**src/rtl/core/pqa_pkg.sv**
```systemverilog
package pqa_pkg;
  localparam int MAX_TASKS_DEF    = 16;
  localparam int NUM_LEVELS_DEF   = 4;
  localparam int AGING_PERIOD_DEF = 5;

  localparam logic [1:0] OP_ADD      = 2'd0;
  localparam logic [1:0] OP_AGE      = 2'd1;
  localparam logic [1:0] OP_REMOVE   = 2'd2;
  localparam logic [1:0] OP_RESERVED = 2'd3;

  localparam logic [1:0] ST_OK       = 2'd0;
  localparam logic [1:0] ST_FULL     = 2'd1;
  localparam logic [1:0] ST_BADLEVEL = 2'd2;
  localparam logic [1:0] ST_EMPTY    = 2'd3;

  // one task entry as held in the slot memory
  typedef struct packed {
    logic [7:0]  task_id;
    logic [15:0] arrival;
    logic [2:0]  level;
  } entry_t;
endpackage

```
**src/rtl/core/priority_queue_with_aging_top.sv**
```systemverilog
// channel | dir | tuser          | tdata, low bit first
// s_axis  | in  | operation[1:0] | task_id[7:0] arrival_time[23:8] priority_level[26:24]
//         |     |                |   current_time[42:27], zero fill to 48 bits
// m_axis  | out | none           | top_valid[0] top_task_id[8:1] top_level[11:9]
//         |     |                |   status[13:12], zero fill to 16 bits
// passes per op: add or unused op one search pass, aging tick an aging pass then a search pass,
// remove two search passes; the slot memory is walked one entry a cycle per pass
// an add's result is registered in the done state after its single search pass
// rst synchronous active high, clears valid bits and control state (FSM, counter, flags, m_tvalid) only
// one transaction in flight; a result not yet taken holds the next one in its done state
module priority_queue_with_aging_top #(
  parameter int MAX_TASKS    = pqa_pkg::MAX_TASKS_DEF,
  parameter int NUM_LEVELS   = pqa_pkg::NUM_LEVELS_DEF,
  parameter int AGING_PERIOD = pqa_pkg::AGING_PERIOD_DEF
) (
  input  logic        clk,
  input  logic        rst,
  input  logic        s_tvalid,
  output logic        s_tready,
  input  logic [1:0]  s_tuser,  // operation
  input  logic [47:0] s_tdata,  // task_id, arrival_time, priority_level, current_time
  output logic        m_tvalid,
  input  logic        m_tready,
  output logic [15:0] m_tdata   // top_valid, top_task_id, top_level, status
);
  import pqa_pkg::*;
  logic [13:0] res;

  pqa_ctrl #(.MAX_TASKS(MAX_TASKS), .NUM_LEVELS(NUM_LEVELS),
             .AGING_PERIOD(AGING_PERIOD)) u_ctrl (
    .clk(clk), .rst(rst), .s_tvalid(s_tvalid), .s_tready(s_tready),
    .op(s_tuser), .task_id(s_tdata[7:0]), .arrival_time(s_tdata[23:8]),
    .priority_level(s_tdata[26:24]), .current_time(s_tdata[42:27]),
    .m_tvalid(m_tvalid), .m_tready(m_tready), .m_res(res)
  );

  assign m_tdata = {2'b00, res};
endmodule

```
**src/rtl/core/pqa_mem.sv**
```systemverilog
module pqa_mem #(
  parameter int DEPTH = 16,
  parameter int AW    = 4
) (
  input  logic            clk,
  input  logic            we,
  input  logic [AW-1:0]   waddr,
  input  pqa_pkg::entry_t wdata,
  input  logic [AW-1:0]   raddr,
  output pqa_pkg::entry_t rdata
);
  import pqa_pkg::*;
  entry_t mem [DEPTH];

  always_ff @(posedge clk) begin
    if (we) mem[waddr] <= wdata;
    rdata <= mem[raddr];
  end
endmodule

```
**src/rtl/core/pqa_ctrl.sv**
```systemverilog
module pqa_ctrl #(
  parameter int MAX_TASKS    = 16,
  parameter int NUM_LEVELS   = 4,
  parameter int AGING_PERIOD = 5
) (
  input  logic        clk,
  input  logic        rst,
  input  logic        s_tvalid,
  output logic        s_tready,
  input  logic [1:0]  op,
  input  logic [7:0]  task_id,
  input  logic [15:0] arrival_time,
  input  logic [2:0]  priority_level,
  input  logic [15:0] current_time,
  output logic        m_tvalid,
  input  logic        m_tready,
  output logic [13:0] m_res
);
  import pqa_pkg::*;
  localparam int AW = (MAX_TASKS > 1) ? $clog2(MAX_TASKS) : 1;
  localparam int CW = $clog2(MAX_TASKS + 1);
  localparam logic [CW-1:0] LAST = CW'(MAX_TASKS);
  // ceil(2^32 / period), used for the divisibility test
  localparam logic [32:0] AGE_MUL =
    33'(((64'd1 << 32) + 64'(AGING_PERIOD) - 64'd1) / 64'(AGING_PERIOD));

  typedef enum logic [3:0] {
    S_IDLE = 4'b0001, S_AGE = 4'b0010, S_FIND = 4'b0100, S_DONE = 4'b1000
  } state_t;

  state_t state;
  logic [MAX_TASKS-1:0] valid;
  logic [15:0] now_r;
  logic [1:0]  status;
  logic [CW-1:0] cnt;
  logic remove_pass;
  logic best_found;
  logic [AW-1:0] best_idx;
  entry_t best;

  logic we;
  logic [AW-1:0] waddr, raddr, ridx;
  entry_t wdata, rdata;

  pqa_mem #(.DEPTH(MAX_TASKS), .AW(AW)) u_mem (
    .clk(clk), .we(we), .waddr(waddr), .wdata(wdata), .raddr(raddr), .rdata(rdata)
  );

  // lowest free slot
  logic free_found;
  logic [AW-1:0] free_idx;
  always_comb begin
    free_found = 1'b0;
    free_idx = '0;
    for (int i = MAX_TASKS - 1; i >= 0; i--) begin
      if (!valid[i]) begin
        free_found = 1'b1;
        free_idx = AW'(i);
      end
    end
  end

  // entry read this cycle was addressed last cycle
  assign ridx = AW'(cnt - CW'(1));
  assign raddr = cnt[AW-1:0];

  // aging check: entry valid, level 2 or higher, and |now - arrival| nonzero multiple of period
  // a multiple leaves a fractional part of mag * AGE_MUL below AGE_MUL
  logic [15:0] mag;
  logic [31:0] age_prod;
  logic promote;
  always_comb begin
    mag = (now_r >= rdata.arrival) ? now_r - rdata.arrival : rdata.arrival - now_r;
    age_prod = 32'({33'd0, mag} * {16'd0, AGE_MUL});
    promote = valid[ridx] && (rdata.level >= 3'd2) && (mag != 16'd0) &&
              ({1'b0, age_prod} < AGE_MUL);
  end

  logic better;
  assign better = valid[ridx] && (!best_found || rdata.level < best.level ||
                  (rdata.level == best.level && rdata.arrival < best.arrival));

  logic bad_level;
  assign bad_level = (priority_level == 3'd0) ||
                     ({1'b0, priority_level} > 4'(NUM_LEVELS));

  always_comb begin
    we = 1'b0;
    waddr = free_idx;
    wdata.task_id = task_id;
    wdata.arrival = arrival_time;
    wdata.level = priority_level;
    if (state == S_IDLE) begin
      we = s_tvalid && s_tready && op == OP_ADD && !bad_level && free_found;
    end else if (state == S_AGE && cnt != '0) begin
      we = promote;
      waddr = ridx;
      wdata = rdata;
      wdata.level = rdata.level - 3'd1;
    end
  end

  assign s_tready = (state == S_IDLE);

  // final done state (not the first pass of a remove) and result register free or being drained this cycle
  logic emit;
  assign emit = (state == S_DONE) && !remove_pass && (!m_tvalid || m_tready);

  always_ff @(posedge clk) begin
    if (rst) begin
      state <= S_IDLE;
      valid <= '0;
      m_tvalid <= 1'b0;
      cnt <= '0;
      best_found <= 1'b0;
      remove_pass <= 1'b0;
    end else begin
      if (emit) m_tvalid <= 1'b1;
      else if (m_tready) m_tvalid <= 1'b0;
      unique case (state)
        S_IDLE: begin
          cnt <= '0;
          best_found <= 1'b0;
          if (s_tvalid && s_tready) begin
            now_r <= current_time;
            remove_pass <= (op == OP_REMOVE);
            state <= (op == OP_AGE) ? S_AGE : S_FIND;
            priority if (op == OP_ADD && bad_level) status <= ST_BADLEVEL;
            else if (op == OP_ADD && !free_found) status <= ST_FULL;
            else status <= ST_OK;
            if (op == OP_ADD && !bad_level && free_found) valid[free_idx] <= 1'b1;
          end
        end
        S_AGE: begin
          if (cnt == LAST) begin
            cnt <= '0;
            state <= S_FIND;
          end else begin
            cnt <= cnt + CW'(1);
          end
        end
        S_FIND: begin
          cnt <= cnt + CW'(1);
          if (cnt != '0 && better) begin
            best_found <= 1'b1;
            best_idx <= ridx;
            best <= rdata;
          end
          if (cnt == LAST) state <= S_DONE;
        end
        S_DONE: begin
          if (remove_pass) begin
            // drop the top, then search again
            remove_pass <= 1'b0;
            cnt <= '0;
            best_found <= 1'b0;
            state <= S_FIND;
            if (best_found) valid[best_idx] <= 1'b0;
            else status <= ST_EMPTY;
          end else if (emit) begin
            m_res <= {status, best_found ? best.level : 3'd0,
                      best_found ? best.task_id : 8'd0, best_found};
            state <= S_IDLE;
          end
        end
        default: state <= S_IDLE;
      endcase
    end
  end
endmodule
```
**config.mk**
```make
export PLATFORM = sky130hd
export DESIGN_NAME = priority_queue_with_aging_top
export DESIGN_NICKNAME = d
export VERILOG_FILES = /design/src/rtl/core/pqa_pkg.sv /design/src/rtl/core/priority_queue_with_aging_top.sv /design/src/rtl/core/pqa_mem.sv /design/src/rtl/core/pqa_ctrl.sv
export SDC_FILE = /design/constraint.sdc
export NUM_CORES = 1
export LEC_CHECK = 0
export BUFFER_PORTS_ARGS = -buffer_cell sky130_fd_sc_hd__buf_2
export CAP_MARGIN = 30
export CORE_ASPECT_RATIO = 0.75
export CORE_UTILIZATION = 45
export DETAILED_ROUTE_END_ITERATION = 10
export GPL_TIMING_DRIVEN = 0
export SLEW_MARGIN = 30
export SYNTH_ARGS = -nofsm -noshare
export SYNTH_HDL_FRONTEND = slang
export SYNTH_SLANG_ARGS = --single-unit
```
**constraint.sdc**
```tcl
create_clock -name clk -period 10.4 [get_ports clk]
set_input_delay 0.52 -clock clk [delete_from_list [all_inputs] [get_ports clk]]
set_output_delay 0.52 -clock clk [all_outputs]
set_load 0.01 [all_outputs]
```
==> results of run 1 <==
how the worst max path moves through the flow:
stage	to	cells after the start	startpoint
finish	u_ctrl.u_mem.mem[4][16]	38	u_ctrl.u_mem.rdata[14]
global route	u_ctrl.u_mem.mem[4][17]	40	u_ctrl.u_mem.rdata[15]
CTS	u_ctrl.u_mem.mem[9][15]	37	u_ctrl.u_mem.rdata[14]
detailed placement	u_ctrl.u_mem.mem[6][16]	37	u_ctrl.u_mem.rdata[14]
global placement	u_ctrl.u_mem.mem[13][15]	33	u_ctrl.u_mem.rdata[14]
floorplan	u_ctrl.u_mem.mem[10][0]	33	u_ctrl.u_mem.rdata[17]
Yosys cell counts (all sizes together), types with 5 or more instances:
cell / n / area share
a211oi: 16 / 0.0045
a21boi: 6 / 0.0017
a21o: 13 / 0.0036
a21oi: 71 / 0.013
a31oi: 13 / 0.0032
and2: 13 / 0.0030
and3: 5 / 0.0012
buf: 21 / 0.0039
clkbuf: 45 / 0.0063
dfxtp: 55 / 0.041
edfxtp: 495 / 0.55
fa: 67 / 0.050
ha: 150 / 0.070
inv: 197 / 0.027
mux2: 12 / 0.0051
mux2i: 8 / 0.0030
mux4: 139 / 0.12
nand2: 86 / 0.012
nand2b: 8 / 0.0019
nand3: 20 / 0.0037
nand3b: 5 / 0.0014
nand4: 17 / 0.0039
nor2: 66 / 0.0092
nor2b: 19 / 0.0044
nor3: 15 / 0.0028
nor4: 19 / 0.0044
o211ai: 9 / 0.0025
o21a: 9 / 0.0025
o21ai: 80 / 0.015
o21bai: 5 / 0.0014
o31ai: 8 / 0.0022
or3: 6 / 0.0014
xnor2: 27 / 0.0088
xor2: 17 / 0.0055
layout make-up:
class | count | area [um^2] | area share
clock inverters | 19 | 239 | 0.00750
repair buffers | 230 | 1500 | 0.0470
multi-input cells | 972 | 10600 | 0.334
clock buffers | 77 | 1470 | 0.0460
well taps | 790 | 988 | 0.0310
plain buffers | 57 | 319 | 0.0100
inverters | 197 | 739 | 0.0232
flip-flops and latches | 550 | 16000 | 0.502
repair_timing:
action                     CTS  global route
pin swaps                   11            25
gates resized for setup     47            96
setup buffers               11            32
setup endpoints to repair  432           381
cloned                       0             2
registers in the layout, indices dropped and copies added, names as in the netlist:
| register | cells |
|---|---|
| u_ctrl.u_mem.mem | 432 |
| u_ctrl.best | 27 |
| u_ctrl.u_mem.rdata | 27 |
| u_ctrl.now_r | 16 |
| u_ctrl.valid | 16 |
| u_ctrl.m_res | 14 |
| u_ctrl.cnt | 5 |
| u_ctrl.best_idx | 4 |
| u_ctrl.state | 4 |
| u_ctrl.status | 2 |
| u_ctrl.best_found | 1 |
| u_ctrl.m_tvalid | 1 |
| u_ctrl.remove_pass | 1 |
cell families (layout without fill, tap and decap cells):
group	Yosys count	after routing	synth area share
flip-flops	550	550	0.592
AND/OR/NAND/NOR	295	295	0.0540
buffers and inverters	263	580	0.0376
AO/OA/AOI/OAI	255	255	0.0587
adder cells (fa/ha/maj)	217	217	0.119
multiplexers	159	159	0.124
XOR/XNOR	44	44	0.0143
other	1	2	0.000139
routing by layer:
metal / global-route usage / up-vias / wire length [um]
li1: - / 7280 / -
met1: 0.363 / 8367 / 32500
met2: 0.335 / 651 / 30600
met3: 0.0352 / 98 / 5420
met4: 0.0437 / 0 / 1100
met5: 0 / - / 0
stage by stage:
step / cells / TNS, ns / setup slack (ns)
2_1_floorplan: 1785 / -284.20 / -0.714
3_3_place_gp: 2639 / -2676.61 / -6.49
3_5_place_dp: 2765 / -421.68 / -1.66
4_1_cts: 2868 / -0.130 / -0.0337
5_1_grt: 2892 / -0.405 / -0.0355
6_report: 2892 / 0 / 0.359
==> metrics.yaml, run 1 <==
timing:
  drv_slew: 0
  hold_viol: 0
  worstMarginPinSlew_ns: 1.13
  setup_viol: 0
  finalCriticalPeriod_ns: 10.04
  finalCritPeriodShare: 0.965
  relSlewSlack: 0.242
  whs_ns: 0.0607
  fin_skew_ns: 0.0318
  fmax_mhz: 99.6
placed_design:
  dp.final_hpwl_um: 51700
  place.gp.congestion: 0.887
  dpl_cell_area_um2: 29200
  port_buffers: 64
clocking:
  htreeDepth: 2
  cts_made_buffers: 53
  postCtsHoldBufs: 0
  cts_tree: "yes"
  clock-sinks: 550
  root_buffer: "clkbuf_16"
  cts_buffer_depth: 3
  clk_latency_ns: 0.63
  path_clk_slew_ns: 0.08
critical_path:
  crit_path_max_incr_delay_ns: 0.58
  rrSetupSlack_ns: 0.36
  reg2reg_to: "u_ctrl.u_mem.mem[4][16]"
  end_kind: "register"
  crit_arrival_ns: 10.38
  start_kind: "register"
  crit_slowest_cell: "fa_1"
  path_delay_family: "adder cells"
  cp.required_ns: 10.74
  critPathBufInv: 15
  criticalPathCategory: "register to register"
  path_max_fanout: 10
  reg2reg_depth: 38
  reg2reg_from: "u_ctrl.u_mem.rdata[14]"
floorplanning:
  core.rowCount: 77
  initial_utilization: 0.457
  core_area_um2: 59100
  die_area_um2: 60900
  io_pins: 72
  die_y_um: 214
  die-width_um: 285
drt:
  drt_pass1_iterations: 5
  wl_um: 69700
  drtIter0Drc: 1672
  antenna_left: 0
  vias: 16400
  drc_errors: 0
  wire_per_inst_um: 24.1
  viasPerCell: 5.67
synth:
  synth-async-reset-ratio: 0
  synth_area_um2: 27000
  ys_seq_area_frac: 0.592
  synth_edf_count: 495
  synthDistinctLibCells: 67
  syn_area_per_cell_um2: 15.1
  syn_inst: 1784
  yosysWarnings: 0
  synth-seq-cells: 550
  synth-main-ff-cell: "edfxtp_1"
global_routing:
  grt_max_degree: 17
  grt_overflow: 0
  grt.total_usage: 0.229
  antenna_found_initial: 2
  first_global_vias: 16200
  grt_pass1_wl_um: 104000
flow_run:
  cap_violations: 0
hold_path:
  hold_path.startpoint: "s_tdata[27]"
  worstHoldPathCells: 1
  hp-class: "primary input to register"
  hold_end: "u_ctrl.now_r[0]"
layout:
  most-common-layout-cells: "edfxtp_1 (495), inv_1 (195), buf_2 (153)"
  fin_area_um2: 31800
  n_fill_cell: 4780
  final_util: 0.539
  drive_gt1_frac: 0.274
  layout_commonest_cell: "edfxtp_1"
  layout.nets: 2332
  antenna_cells: 0
  areaGrowthSynthToFinish_pct: 18.0
outcome:
  status: "completed"
Power of run 1 is not shown: default switching activity piles up to over one toggle a cycle in this logic, so the estimate is an artifact.
==> run 2, diff against run 1 <==
--- a/config.mk
+++ b/config.mk
@@ -8,9 +8,11 @@
 export BUFFER_PORTS_ARGS = -buffer_cell sky130_fd_sc_hd__buf_2
 export CAP_MARGIN = 30
 export CORE_ASPECT_RATIO = 0.75
-export CORE_UTILIZATION = 45
+export CORE_UTILIZATION = 57
 export DETAILED_ROUTE_END_ITERATION = 10
 export GPL_TIMING_DRIVEN = 0
+export MAX_ROUTING_LAYER = met4
+export PLACE_DENSITY = 0.77
 export SLEW_MARGIN = 30
 export SYNTH_ARGS = -nofsm -noshare
 export SYNTH_HDL_FRONTEND = slang
==> run 2 against run 1 <==
Against the previous run:
- sequential share of layout area up 0.55 points
- non-clock buffer count down 5
- final area decreased by 1.1%
- clock skew decreased by 0.018 ns
- die area fell by 21%
- register-to-register slack got worse by 0.17 ns
- cell count down 5.6%
- worst hold slack improved by 0.022 ns
- fmax down 1.7%
- via count increased by 4.4%
- global-route usage grew 7.7 points
- critical endpoint is now u_ctrl.u_mem.mem[6][15]
- largest cell class unchanged
==> metrics.yaml, run 2 (synthesis gave the netlist of run 1 again) <==
outcome:
  status: "completed"
critical_path:
  cp.required_ns: 10.71  # -0.03 ns
  crit_path_max_incr_delay_ns: 0.55  # -0.03 ns
  crit_arrival_ns: 10.52  # +0.14 ns
  path_max_fanout: 10  # unchanged
  criticalPathCategory: "register to register"
  critPathMostFrequentCell: "inv_1"
  crit_slowest_cell: "fa_1"
  end_kind: "register"
  start_kind: "register"
global_routing:
  grt_pass1_wl_um: 104000  # +0.43%
  grt.total_usage: 0.306  # +0.0774
  gr-usage-met1: 0.430  # +0.0672
  grt_use_met3: 0.0714  # +0.0362
  grt_overflow: 0  # unchanged
  antenna_found_initial: 1  # -1
  first_global_vias: 16900  # +4.3%
  grt_max_degree: 20  # +3
  grt-busiest-layer: "met2"
  use_met2: 0.455  # +0.120
drt:
  drtIter0Drc: 2449  # +46%
  wl_um: 72300  # +3.7%
  drc_errors: 0  # unchanged
  wire_per_inst_um: 26.5  # +9.9%
  vias: 17100  # +4.4%
  viasPerCell: 6.27  # +11%
  drt_pass1_iterations: 5  # unchanged
  antenna_left: 0  # unchanged
timing:
  fin_skew_ns: 0.0142  # -0.0176 ns
  relSlewSlack: 0.264  # +0.0225
  whs_ns: 0.0825  # +0.0218 ns
  hold_viol: 0  # unchanged
  worst_slack_ns: 0.188  # -0.171 ns
  finalCriticalPeriod_ns: 10.21  # +0.171 ns
  setup_viol: 0  # unchanged
  worstMarginPinSlew_ns: 1.10  # -0.0262 ns
  drv_slew: 0  # unchanged
  finalCritPeriodShare: 0.982  # +0.0164
  fmax_mhz: 97.9  # -1.7%
clocking:
  htreeDepth: 2  # unchanged
  clk_latency_ns: 0.61  # -0.02 ns
  cts_tree: "yes"
  root_buffer: "clkbuf_16"
  postCtsHoldBufs: 0  # unchanged
  cts_buffer_depth: 3  # unchanged
  cts_made_buffers: 52  # -1.9%
  path_clk_slew_ns: 0.07  # about the same
  clock-sinks: 550  # unchanged
layout:
  biggestRegsByFlops: "u_ctrl.u_mem.mem (432), u_ctrl.best (27), u_ctrl.u_mem.rdata (27)"
  layout.nets: 2326  # -0.26%
  largest_register_ffs: 432  # unchanged
  regMostFlops: "u_ctrl.u_mem.mem"
  most-common-layout-cells: "edfxtp_1 (495), inv_1 (197), ha_1 (143)"
  areaGrowthSynthToFinish_pct: 16.7
  drive_gt1_frac: 0.273  # about the same
  layout_commonest_cell: "edfxtp_1"
  fin_area_um2: 31500  # -1.1%
floorplanning:
  io_pins: 72  # unchanged
  die-width_um: 253  # -11%
  die_y_um: 190  # -11%
  initial_utilization: 0.582  # +0.125
  core_area_um2: 46400  # -21%
  die_area_um2: 48200  # -21%
  core.rowCount: 68  # -12%
placed_design:
  dpl_cell_area_um2: 28900  # -0.98%
  pre_cts_slack_ns: -1.46  # +0.197 ns
  port_buffers: 64  # unchanged
  place.gp.congestion: 0.926  # +4.4%
  dp.final_hpwl_um: 50500  # -2.4%
flow_run:
  cap_violations: 0  # unchanged
hold_path:
  hp-class: "primary input to register"
## run 2: cell count changes in the layout (fill, tap and decap cells not counted), moves of 4 or more
cell and delta:
clkbuf_4 +4, clkbuf_1 -8, buf_2 -14, clkinv_2 +10
buf_4 +11
## run 2: path summary, 6_finish.rpt
check / from / end / slack, ns / depth (start not counted)
setup / recovery: u_ctrl.now_r[0] / u_ctrl.u_mem.mem[6][15] / 0.19 / 40
hold / removal: s_tdata[31] / u_ctrl.now_r[4] / 0.08 / 1
setup reg to reg: u_ctrl.now_r[0] / u_ctrl.u_mem.mem[6][15] / 0.19 / 40
hold reg to reg: u_ctrl.status[0] / u_ctrl.m_res[12] / 0.43 / 0
## run 2: worst max-delay path: cells and delay by family (launching register included)
family | cells | cell delay [ns]
AOI/OAI and AO/OA | 10 | 2.24
xor gates and xnor gates | 2 | 0.28
muxes | 1 | 0.16
and+or+nand+nor | 3 | 0.97
adders and majority gates | 9 | 3.75
DFF | 1 | 0.44
buffers and inverters | 15 | 2.04
## run 2: cell type report
type,instances,area [um^2]
clock inverters,30,267
multi-input cells,972,10600
flip-flops and latches,550,16000
inverters,197,739
diodes,1,2.50
well taps,630,788
fillers,3056,14900
plain buffers,58,303
clock buffers,68,1430
repair buffers,224,1420
## run 2: through the flow
stage	utilization	TNS, ns	instances
after detailed placement	0.623	-408.65	2596
final	0.679	0	2730
after global routing	0.679	-10.76	2730
after floorplan	-	-284.20	1785
after CTS	0.665	-0.0413	2701
after global placement	0.606	-2423.02	2479
## run 2: timing repair
item                                    4_1_cts  5_1_grt
resized for setup                            35      104
cloned                                        0        1
setup buffers                                11       37
pin swaps                                    13       19
endpoints found under the setup margin      432      384
## run 2: per-layer routing
metal,up-vias,share of wire
met5,-,0
met4,0,0.034
met3,176,0.11
met2,1095,0.46
met1,8570,0.40
li1,7276,-
Power of run 2 is left out for the same reason.
